## config.mk

```make
export PLATFORM = sky130hd
export DESIGN_NAME = qba_ctrl
export DESIGN_NICKNAME = d
export VERILOG_FILES = /design/src/design/qba_pkg.sv /design/src/design/qba_ctrl.sv
export SDC_FILE = /design/constraint.sdc
export NUM_CORES = 1
export LEC_CHECK = 0
export BUFFER_PORTS_ARGS = -buffer_cell sky130_fd_sc_hd__buf_4
export CORE_MARGIN = 2
export CORE_UTILIZATION = 53
export DETAILED_ROUTE_END_ITERATION = 8
export GPL_ROUTABILITY_DRIVEN = 0
export GPL_TIMING_DRIVEN = 0
export PLACE_DENSITY = 0.8
export SYNTH_ARGS = -nofsm -noshare
export SYNTH_HDL_FRONTEND = slang
export SYNTH_SLANG_ARGS = --single-unit
```

## constraint.sdc

```tcl
create_clock -name aclk -period 2.1 [get_ports aclk]
set_clock_uncertainty 0.15 [all_clocks]
set_input_delay 0 -clock aclk [delete_from_list [all_inputs] [get_ports aclk]]
set_output_delay 0 -clock aclk [all_outputs]
set_load 0.005 [all_outputs]
```

## src/design/qba_pkg.sv

```systemverilog
// Package for the quadtree buddy allocator: sizes, node-state and opcode codes,
// level/Z-order helper functions and the controller/datapath interface types.
// No dependencies.
package qba_pkg;

    localparam int LEVELS = 7;
    localparam int NODES  = ((1 << (2 * LEVELS)) - 1) / 3;
    localparam int AW     = $clog2(NODES);
    localparam int IW     = 2 * (LEVELS - 1);
    localparam int LW     = $clog2(LEVELS);
    localparam int PW     = 6;
    localparam int TW     = 33;

    localparam logic [1:0] OP_ALLOC  = 2'd0;
    localparam logic [1:0] OP_FREE   = 2'd1;
    localparam logic [1:0] OP_LOOKUP = 2'd2;
    localparam logic [1:0] OP_NONE   = 2'd3;

    localparam logic [1:0] STS_OK       = 2'd0;
    localparam logic [1:0] STS_NOSPACE  = 2'd1;
    localparam logic [1:0] STS_BADSIZE  = 2'd2;
    localparam logic [1:0] STS_NOTALLOC = 2'd3;

    typedef enum logic [1:0] {
        ST_UNUSED = 2'd0,
        ST_FREE   = 2'd1,
        ST_SPLIT  = 2'd2,
        ST_ALLOC  = 2'd3
    } node_st_t;

    typedef enum logic [4:0] {
        S_CLEAR, S_IDLE, S_DECODE, S_A_SRCH, S_A_GOT, S_A_LOOP, S_REM, S_S_DESC,
        S_S_ADD, S_F_RD, S_F_TEST, S_M_TOP, S_M_RD, S_M_CHK, S_M_CLR, S_M_NEXT,
        S_M_UP, S_M_UPW, S_L_RD, S_DONE
    } fsm_t;

    typedef enum logic [1:0] {RET_SPLIT, RET_ALLOC, RET_MERGE} ret_t;
    typedef enum logic [1:0] {LV_HOLD, LV_TGT, LV_DEC, LV_INC} lv_op_t;
    typedef enum logic [2:0] {IX_HOLD, IX_MEMRD, IX_ENC, IX_ALIGN, IX_SHL, IX_SHR} idx_op_t;
    typedef enum logic [1:0] {C_HOLD, C_ZERO, C_INC} c_op_t;
    typedef enum logic [1:0] {SET_NONE, SET_ADD, SET_REM} set_op_t;
    typedef enum logic [2:0] {
        RK_ZERO, RK_NOSPACE, RK_BADSIZE, RK_NOTALLOC, RK_ALLOC, RK_LOOKUP
    } res_kind_t;

    typedef struct packed {
        logic      clr;
        logic      load;
        lv_op_t    lv_op;
        idx_op_t   idx_op;
        c_op_t     c_op;
        logic      st_we;
        node_st_t  st_val;
        logic      tag_we;
        logic      tag_set;
        set_op_t   set_op;
        logic      res_load;
        res_kind_t res_kind;
    } cmd_t;

    typedef struct packed {
        logic       clr_done;
        logic [1:0] op;
        logic       bad_size;
        logic       cnt_nz;
        logic       lv_zero;
        logic       lv_lt_tgt;
        logic       c_last;
        node_st_t   node_st;
        logic       out_free;
    } sts_t;

    function automatic logic [AW-1:0] lvl_base(input logic [LW-1:0] l);
        logic [AW-1:0] b;
        b = '0;
        for (int k = 0; k < LEVELS; k++) begin
            if (k < int'(l)) begin
                b = b + AW'(1 << (2 * k));
            end
        end
        return b;
    endfunction

    function automatic logic [IW-1:0] zenc(input logic [PW-1:0] x, input logic [PW-1:0] y,
                                           input logic [LW-1:0] l);
        logic [IW-1:0] r;
        r = '0;
        for (int b = 0; b < LEVELS - 1; b++) begin
            if (b < int'(l)) begin
                r[2*b]   = x[b];
                r[2*b+1] = y[b];
            end
        end
        return r;
    endfunction

    function automatic logic [2*PW-1:0] zdec(input logic [IW-1:0] i);
        logic [PW-1:0] x;
        logic [PW-1:0] y;
        x = '0;
        y = '0;
        for (int b = 0; b < LEVELS - 1; b++) begin
            x[b] = i[2*b];
            y[b] = i[2*b+1];
        end
        return {x, y};
    endfunction

endpackage

```

## src/design/qba_ctrl.sv

```systemverilog
// Controller state machine of the quadtree buddy allocator.
// Depends on qba_pkg; drives the datapath through qba_pkg::cmd_t.
module qba_ctrl (
    input  logic          aclk,
    input  logic          aresetn,
    input  logic          s_valid,
    output logic          s_ready,
    input  qba_pkg::sts_t sts,
    output qba_pkg::cmd_t cmd
);
    import qba_pkg::*;

    fsm_t      state_reg, state_next;
    ret_t      ret_reg, ret_next;
    res_kind_t kind_reg, kind_next;

    always_ff @(posedge aclk) begin
        if (!aresetn) begin
            state_reg <= S_CLEAR;
            ret_reg   <= RET_SPLIT;
            kind_reg  <= RK_ZERO;
        end else begin
            state_reg <= state_next;
            ret_reg   <= ret_next;
            kind_reg  <= kind_next;
        end
    end

    always_comb begin
        state_next   = state_reg;
        ret_next     = ret_reg;
        kind_next    = kind_reg;
        s_ready      = 1'b0;
        cmd          = '0;
        cmd.lv_op    = LV_HOLD;
        cmd.idx_op   = IX_HOLD;
        cmd.c_op     = C_HOLD;
        cmd.st_val   = ST_UNUSED;
        cmd.set_op   = SET_NONE;
        cmd.res_kind = kind_reg;
        case (state_reg)
            S_CLEAR: begin
                cmd.clr = 1'b1;
                if (sts.clr_done) begin
                    state_next = S_IDLE;
                end
            end
            S_IDLE: begin
                s_ready = 1'b1;
                if (s_valid) begin
                    cmd.load   = 1'b1;
                    state_next = S_DECODE;
                end
            end
            S_DECODE: begin
                cmd.c_op = C_ZERO;
                if (sts.op == OP_NONE) begin
                    kind_next  = RK_ZERO;
                    state_next = S_DONE;
                end else if (sts.bad_size) begin
                    kind_next  = RK_BADSIZE;
                    state_next = S_DONE;
                end else begin
                    cmd.lv_op = LV_TGT;
                    case (sts.op)
                        OP_ALLOC: state_next = S_A_SRCH;
                        OP_FREE: begin
                            cmd.idx_op = IX_ENC;
                            state_next = S_F_RD;
                        end
                        default: begin
                            cmd.idx_op = IX_ENC;
                            state_next = S_L_RD;
                        end
                    endcase
                end
            end
            S_A_SRCH: begin
                if (sts.cnt_nz) begin
                    state_next = S_A_GOT;
                end else if (sts.lv_zero) begin
                    kind_next  = RK_NOSPACE;
                    state_next = S_DONE;
                end else begin
                    cmd.lv_op = LV_DEC;
                end
            end
            S_A_GOT: begin
                cmd.idx_op = IX_MEMRD;
                state_next = S_A_LOOP;
            end
            S_A_LOOP: begin
                cmd.st_we  = 1'b1;
                state_next = S_REM;
                if (sts.lv_lt_tgt) begin
                    cmd.st_val = ST_SPLIT;
                    ret_next   = RET_SPLIT;
                end else begin
                    cmd.st_val  = ST_ALLOC;
                    cmd.tag_we  = 1'b1;
                    cmd.tag_set = 1'b1;
                    ret_next    = RET_ALLOC;
                end
            end
            S_REM: begin
                cmd.set_op = SET_REM;
                case (ret_reg)
                    RET_SPLIT: state_next = S_S_DESC;
                    RET_ALLOC: begin
                        kind_next  = RK_ALLOC;
                        state_next = S_DONE;
                    end
                    default: state_next = S_M_NEXT;
                endcase
            end
            S_S_DESC: begin
                cmd.lv_op  = LV_INC;
                cmd.idx_op = IX_SHL;
                cmd.c_op   = C_ZERO;
                state_next = S_S_ADD;
            end
            S_S_ADD: begin
                cmd.st_we  = 1'b1;
                cmd.st_val = ST_FREE;
                cmd.set_op = SET_ADD;
                if (sts.c_last) begin
                    cmd.c_op   = C_ZERO;
                    state_next = S_A_LOOP;
                end else begin
                    cmd.c_op = C_INC;
                end
            end
            S_F_RD: state_next = S_F_TEST;
            S_F_TEST: begin
                if (sts.node_st != ST_ALLOC) begin
                    kind_next  = RK_NOTALLOC;
                    state_next = S_DONE;
                end else begin
                    cmd.st_we  = 1'b1;
                    cmd.st_val = ST_FREE;
                    cmd.tag_we = 1'b1;
                    cmd.set_op = SET_ADD;
                    state_next = S_M_TOP;
                end
            end
            S_M_TOP: begin
                if (sts.lv_zero) begin
                    kind_next  = RK_ZERO;
                    state_next = S_DONE;
                end else begin
                    cmd.idx_op = IX_ALIGN;
                    cmd.c_op   = C_ZERO;
                    state_next = S_M_RD;
                end
            end
            S_M_RD: state_next = S_M_CHK;
            S_M_CHK: begin
                if (sts.node_st != ST_FREE) begin
                    kind_next  = RK_ZERO;
                    state_next = S_DONE;
                end else if (sts.c_last) begin
                    cmd.c_op   = C_ZERO;
                    state_next = S_M_CLR;
                end else begin
                    cmd.c_op   = C_INC;
                    state_next = S_M_RD;
                end
            end
            S_M_CLR: begin
                cmd.st_we  = 1'b1;
                cmd.st_val = ST_UNUSED;
                ret_next   = RET_MERGE;
                state_next = S_REM;
            end
            S_M_NEXT: begin
                if (sts.c_last) begin
                    state_next = S_M_UP;
                end else begin
                    cmd.c_op   = C_INC;
                    state_next = S_M_CLR;
                end
            end
            S_M_UP: begin
                cmd.lv_op  = LV_DEC;
                cmd.idx_op = IX_SHR;
                cmd.c_op   = C_ZERO;
                state_next = S_M_UPW;
            end
            S_M_UPW: begin
                cmd.st_we  = 1'b1;
                cmd.st_val = ST_FREE;
                cmd.set_op = SET_ADD;
                state_next = S_M_TOP;
            end
            S_L_RD: begin
                kind_next  = RK_LOOKUP;
                state_next = S_DONE;
            end
            S_DONE: begin
                if (sts.out_free) begin
                    cmd.res_load = 1'b1;
                    state_next   = S_IDLE;
                end
            end
            default: state_next = S_IDLE;
        endcase
    end

endmodule

```

======== Word level (Yosys, flattened, before mapping) ========
Cells that the tools add are included.
operators by class
  equality and inequality tests ........... 36
  mux-type cells .......................... 53
  reductions and logical operators ........ 10
operators by type and width
  kind                number
  $pmux 5 s19         1
  $mux 5              12
  $eq 5x4->1 const B  8
  $mux 3              8
  $ne 2x2->1 const B  11
  $pmux 3 s7          1
  $eq 5x3->1 const B  4
  $eq 5x5->1 const B  4
  $pmux 5 s2          2
  $mux 2              8
  $mux 4              4
  $pmux 3 s5          1
  $pmux 3 s4          1
  $eq 5x2->1 const B  2
  $mux 1              10
  $pmux 2 s5          1
  $pmux 2 s4          1
  $reduce_and 8->1    1
  $reduce_bool 7->1   1
  $ne 3x3->1 const B  2
  $pmux 2 s3          1
  $eq 5x1->1 const B  1
  $logic_not 5->1     1
  $reduce_and 5->1    1
  9 further kinds     12
word-level totals
  register bits ........................... 10
  bits of input ports ..................... 14
  output and inout bits ................... 21
  logic and storage cells ................. 102

======== Logic depth before layout (Yosys ltp) ========
  depth after elaboration ................. 5
  depth in mapped cells ................... 7
  depth with buffers taken out ............ 6

======== Least setup slack after synthesis ========
OpenSTA, ideal clock, no wires.
  path kind ............................... register to register
  start point ............................. register state_reg[2]
  end point ............................... register state_reg[0]
  library setup time ...................... 122 ps
  arrival ................................. 1560 ps
  required time ........................... 1828 ps
  setup slack ............................. 268 ps
  cell stages (with the launch flop) ...... 7
  buffers on the path ..................... 1
  clock period less this slack ............ 1832 ps
  cell sequence ........................... dfxtp_1 > buf_6 > or2_4 > a21o_1 > a221oi_2 > nand2_1 > o311a_1
between the ends
  cells in the longest elaborated chain, start to end .. 3
  elaborated cells between the ends (all ways) .. 28
  those cells by class .................... 24 x eq/ne; 1 x mux; 3 x reduce/logical
RTL lines
  what                                                     line            source
  from (decl)                                              qba_ctrl.sv:13  fsm_t state_reg, state_next;
  from (signal assigned)                                   qba_ctrl.sv:23  state_reg <= state_next;
  $eq 5x4->1, or another cell as far along                 qba_ctrl.sv:41  case (state_reg)
  $reduce_or 2->1 (no line), or another cell as far along  -
  $pmux 5 s19 or $reduce_and 5->1 (tied branches)          -
Several ways; a longest one is shown, not always the timed one.
A chain may end at the register's enable or synchronous reset.

==> metrics.yaml <==
final_layout:
  area_delta_synth_final_pct: 29.9
  final_design_area_no_fill_um2: 1710
  num_antenna_cells: 0
  design.final.nets: 255
  largest_register_ffs: 5
  finalCoreUtilization: 0.711
  post_route_cells_drive_above_1_share: 0.243
timing:
  finalSetupViolations: 0
  finalHoldViolCount: 0
  max_clock_freq_mhz: 483
  worst_slew_pin_slew_ps: 608
  final-max-slew-violation-count: 0
  final_min_period_over_clock_period: 0.985
  shortest_clock_period_the_worst_path_allows_after_layout_ps: 2070
  rsz0062_at_grt: "true"
  slew_headroom: 0.593
synth:
  dominant_combinational_cell_family_by_area_after_synthesis: "compound AO/OA/AOI/OAI gates"
  synth.largest_area_cell: "dfxtp_1"
  yosys_most_used_dff: "dfxtp_1"
  synthesis.nets: 213
  syn-mean-instance-area_um2: 6.63
  yosys.cell_count.top_type: "nor2_1"
  synth-xor-area-share: 0.0265
  synth-adder-area-share: 0
  ys_top_cells_by_count: "nor2_1 (19), a21oi_1 (17), nand2_1 (15), o21ai_0 (15)"
  synth_top_cell_area_share: 0.152
  async_flop_share: 0
  part_of_the_yosys_area_used_for_sequential_elements: 0.152
  synth.area.mux_share: 0
  synth_area_um2: 1320
  yosysUniqueCellTypes: 56
  synthTopCellsByArea: "dfxtp_1 (15%), a21oi_1 (6.4%), o21ai_0 (5.7%)"
  syn_inst: 199
  synth_enable_flop_cells: 0
  postSynthRegisterBits: 10
  synthesis.yosys.warnings: 0
  synth_compound_gate_area_share: 0.377
  synth_simple_gate_area_frac: 0.361
global_route:
  vias_in_the_first_global_route: 1575
  first_pass_grt_wire_length_um: 7420
  globalRouteTotalUtil: 0.352
  antenna_violations_before_repair: 0
  grt-ovfl-total: 0
  grt_start_max_net_pins: 20
hold_path:
  worstHoldEndpoint: "state_reg[1]$_SDFFE_PN0P_"
  worstHoldStart: "sts[5]"
  whs_path_depth: 3
  kind_of_path_behind_the_tightest_hold_check: "input port to flip-flop"
pwr:
  static_leakage_nw: 0.764
  power.ir.vdd_worst_v: 0.000383
  power.share.clock: 0.280
  seq_power_share: 0.396
  power_per_cell_area_nw_per_um2: 289
  netSwitchingPower_mw: 0.165
  p_sw_frac: 0.333
  pwr-share-comb: 0.324
  internal_power_mw: 0.330
  finalPower_mw: 0.496
clock_tree:
  ctsRootBufferMaster: "clkbuf_4"
  clk-insertion-delay-late_ps: 270
  clockBufferDepth: 2
  number_of_clock_sinks: 10
  tritoncts: "done"
  cts.htree.levels: 1
  clkTransAtPathRegs_ps: 60
  tritoncts.num_buffers: 3
setup_path:
  crit_fanout: 10
  r2r_end: "kind_reg[0]$_SDFFE_PN0P_"
  worst_setup_path_startpoint: "state_reg[4]$_SDFFE_PN0P_"
  worst_setup_path_end_kind: "output port"
  worstPathRequired_ps: 1950
  critical_path.startpoint_type: "flip-flop"
  reg2reg_from: "state_reg[1]$_SDFFE_PN0P_"
  ff2ff_setup_slack_ps: 40
  critPathArrivalTime_ps: 1920
  rr_worst_depth: 5
  worst-setup-path-type: "flip-flop to output port"
detailed_routing:
  routed-via-count: 1850
  detailed_routing_iterations_pass_1: 5
  antenna_violating_nets_post_route: 0
  drc: 0
  initialDrtViolationCount: 168
  drt-total-wl_um: 4940
  via_per_inst: 6.88
  routed_wire_length_per_instance_um: 18.4
floorplanning:
  floorplan.initialDensity: 0.548
  floorplan.die_area_um2: 2910
  placement_rows: 18
  ios: 35
  floorplan.core_area_um2: 2410
  dieWidth_um: 53.9
  die_h_um: 53.9
run_status:
  run_status: "complete, no violations"
placed_design:
  portBuffers: 34
  dp_hpwl_um: 3500
  placed_area_um2: 1610
job:
  timing.max_cap.violations: 0
[cell usage in the layout (no fill, tap or decap), drive strengths merged, types with 3 or more instances in the layout]
| cell | Yosys | routed |
|---|---|---|
| nand3 | 6 | 6 |
| nand2b | 9 | 9 |
| a21oi | 17 | 17 |
| o21ai | 20 | 20 |
| or2 | 3 | 3 |
| nand2 | 15 | 15 |
| nand4 | 5 | 5 |
| a221oi | 3 | 3 |
| dfxtp | 10 | 10 |
| xnor2 | 3 | 3 |
| nor2b | 4 | 4 |
| inv | 10 | 10 |
| buf | 11 | 41 |
| nor3 | 7 | 7 |
| o22a | 5 | 5 |
| and3 | 3 | 3 |
| or3 | 3 | 3 |
| nor2 | 19 | 19 |
| a21o | 3 | 3 |
| clkbuf | 3 | 9 |
| dlygate4sd3 | 0 | 4 |
[power by group through the flow]
stage / clock, mW / combinational (mW) / sequential [mW]
after global routing: 0.145 / 0.173 / 0.197
after global placement: 0 / 0.139 / 0.200
after detailed placement: 0 / 0.142 / 0.200
after floorplan: 0 / 0.0839 / 0.199
final: 0.139 / 0.160 / 0.196
after CTS: 0.139 / 0.148 / 0.195
[metrics by stage]
stage / std cells / worst slack [ps] / setup TNS [ps] / hold WS, ps
after detailed placement: 263 / 58.1 / 0 / 126
after CTS: 267 / 12.6 / 0 / 17.4
after global routing: 269 / -40.0 / -110 / 19.0
after global placement: 263 / 67.9 / 0 / 121
final: 269 / 30.9 / 0 / 10.3
after floorplan: 199 / 268 / 0 / -116
[routing by layer]
layer	track usage	routed length, um	vias to the layer above
li1	-	-	822
met5	0	0	-
met1	0.442	1780	813
met3	0.0667	570	50
met4	0.132	269	0
met2	0.589	2320	165
[area by class of cell]
type,count,area (um^2)
clock buffers,3,22.5
well taps,30,37.5
multi-input cells,165,1030
fillers,204,696
plain buffers,12,80.1
inverters,10,37.5
flip-flops and latches,10,203
repair buffers,39,303
[worst max-delay path, cell delays in order (launching register included)]
cell      delay [ps]
dfxtp_1          460
clkbuf_4         280
buf_2            280
nand3_1          130
a21oi_1          170
o21bai_1         130
nand2_1           90
buf_4            100
[cell families (layout without fill, tap and decap cells)]
group | Yosys count | after routing
flip-flops | 10 | 10
AND/OR/NAND/NOR | 88 | 88
buffers and inverters | 24 | 64
XOR/XNOR | 4 | 4
AO/OA/AOI/OAI | 73 | 73
[worst max path at each step]
| stage | slack, ps | to | cells after the start |
|---|---|---|---|
| after floorplan | 270 | state_reg[0]$_SDFFE_PN0P_ | 6 |
| after global placement | 70 | state_reg[0]$_SDFFE_PN0P_ | 6 |
| after detailed placement | 60 | state_reg[2]$_SDFFE_PN0P_ | 6 |
| after CTS | 10 | cmd[17] | 6 |
| after global routing | -40 | cmd[8] | 8 |
| final | 30 | cmd[8] | 7 |
[what timing repair did]
item                                    CTS  global route
endpoints found under the setup margin    4            13
buffers inserted                          0             1
endpoints found under the hold margin     8             1
hold buffers                              3             1
resized for setup                         2            11
No activity file was read; power rests on OpenSTA's default activity.
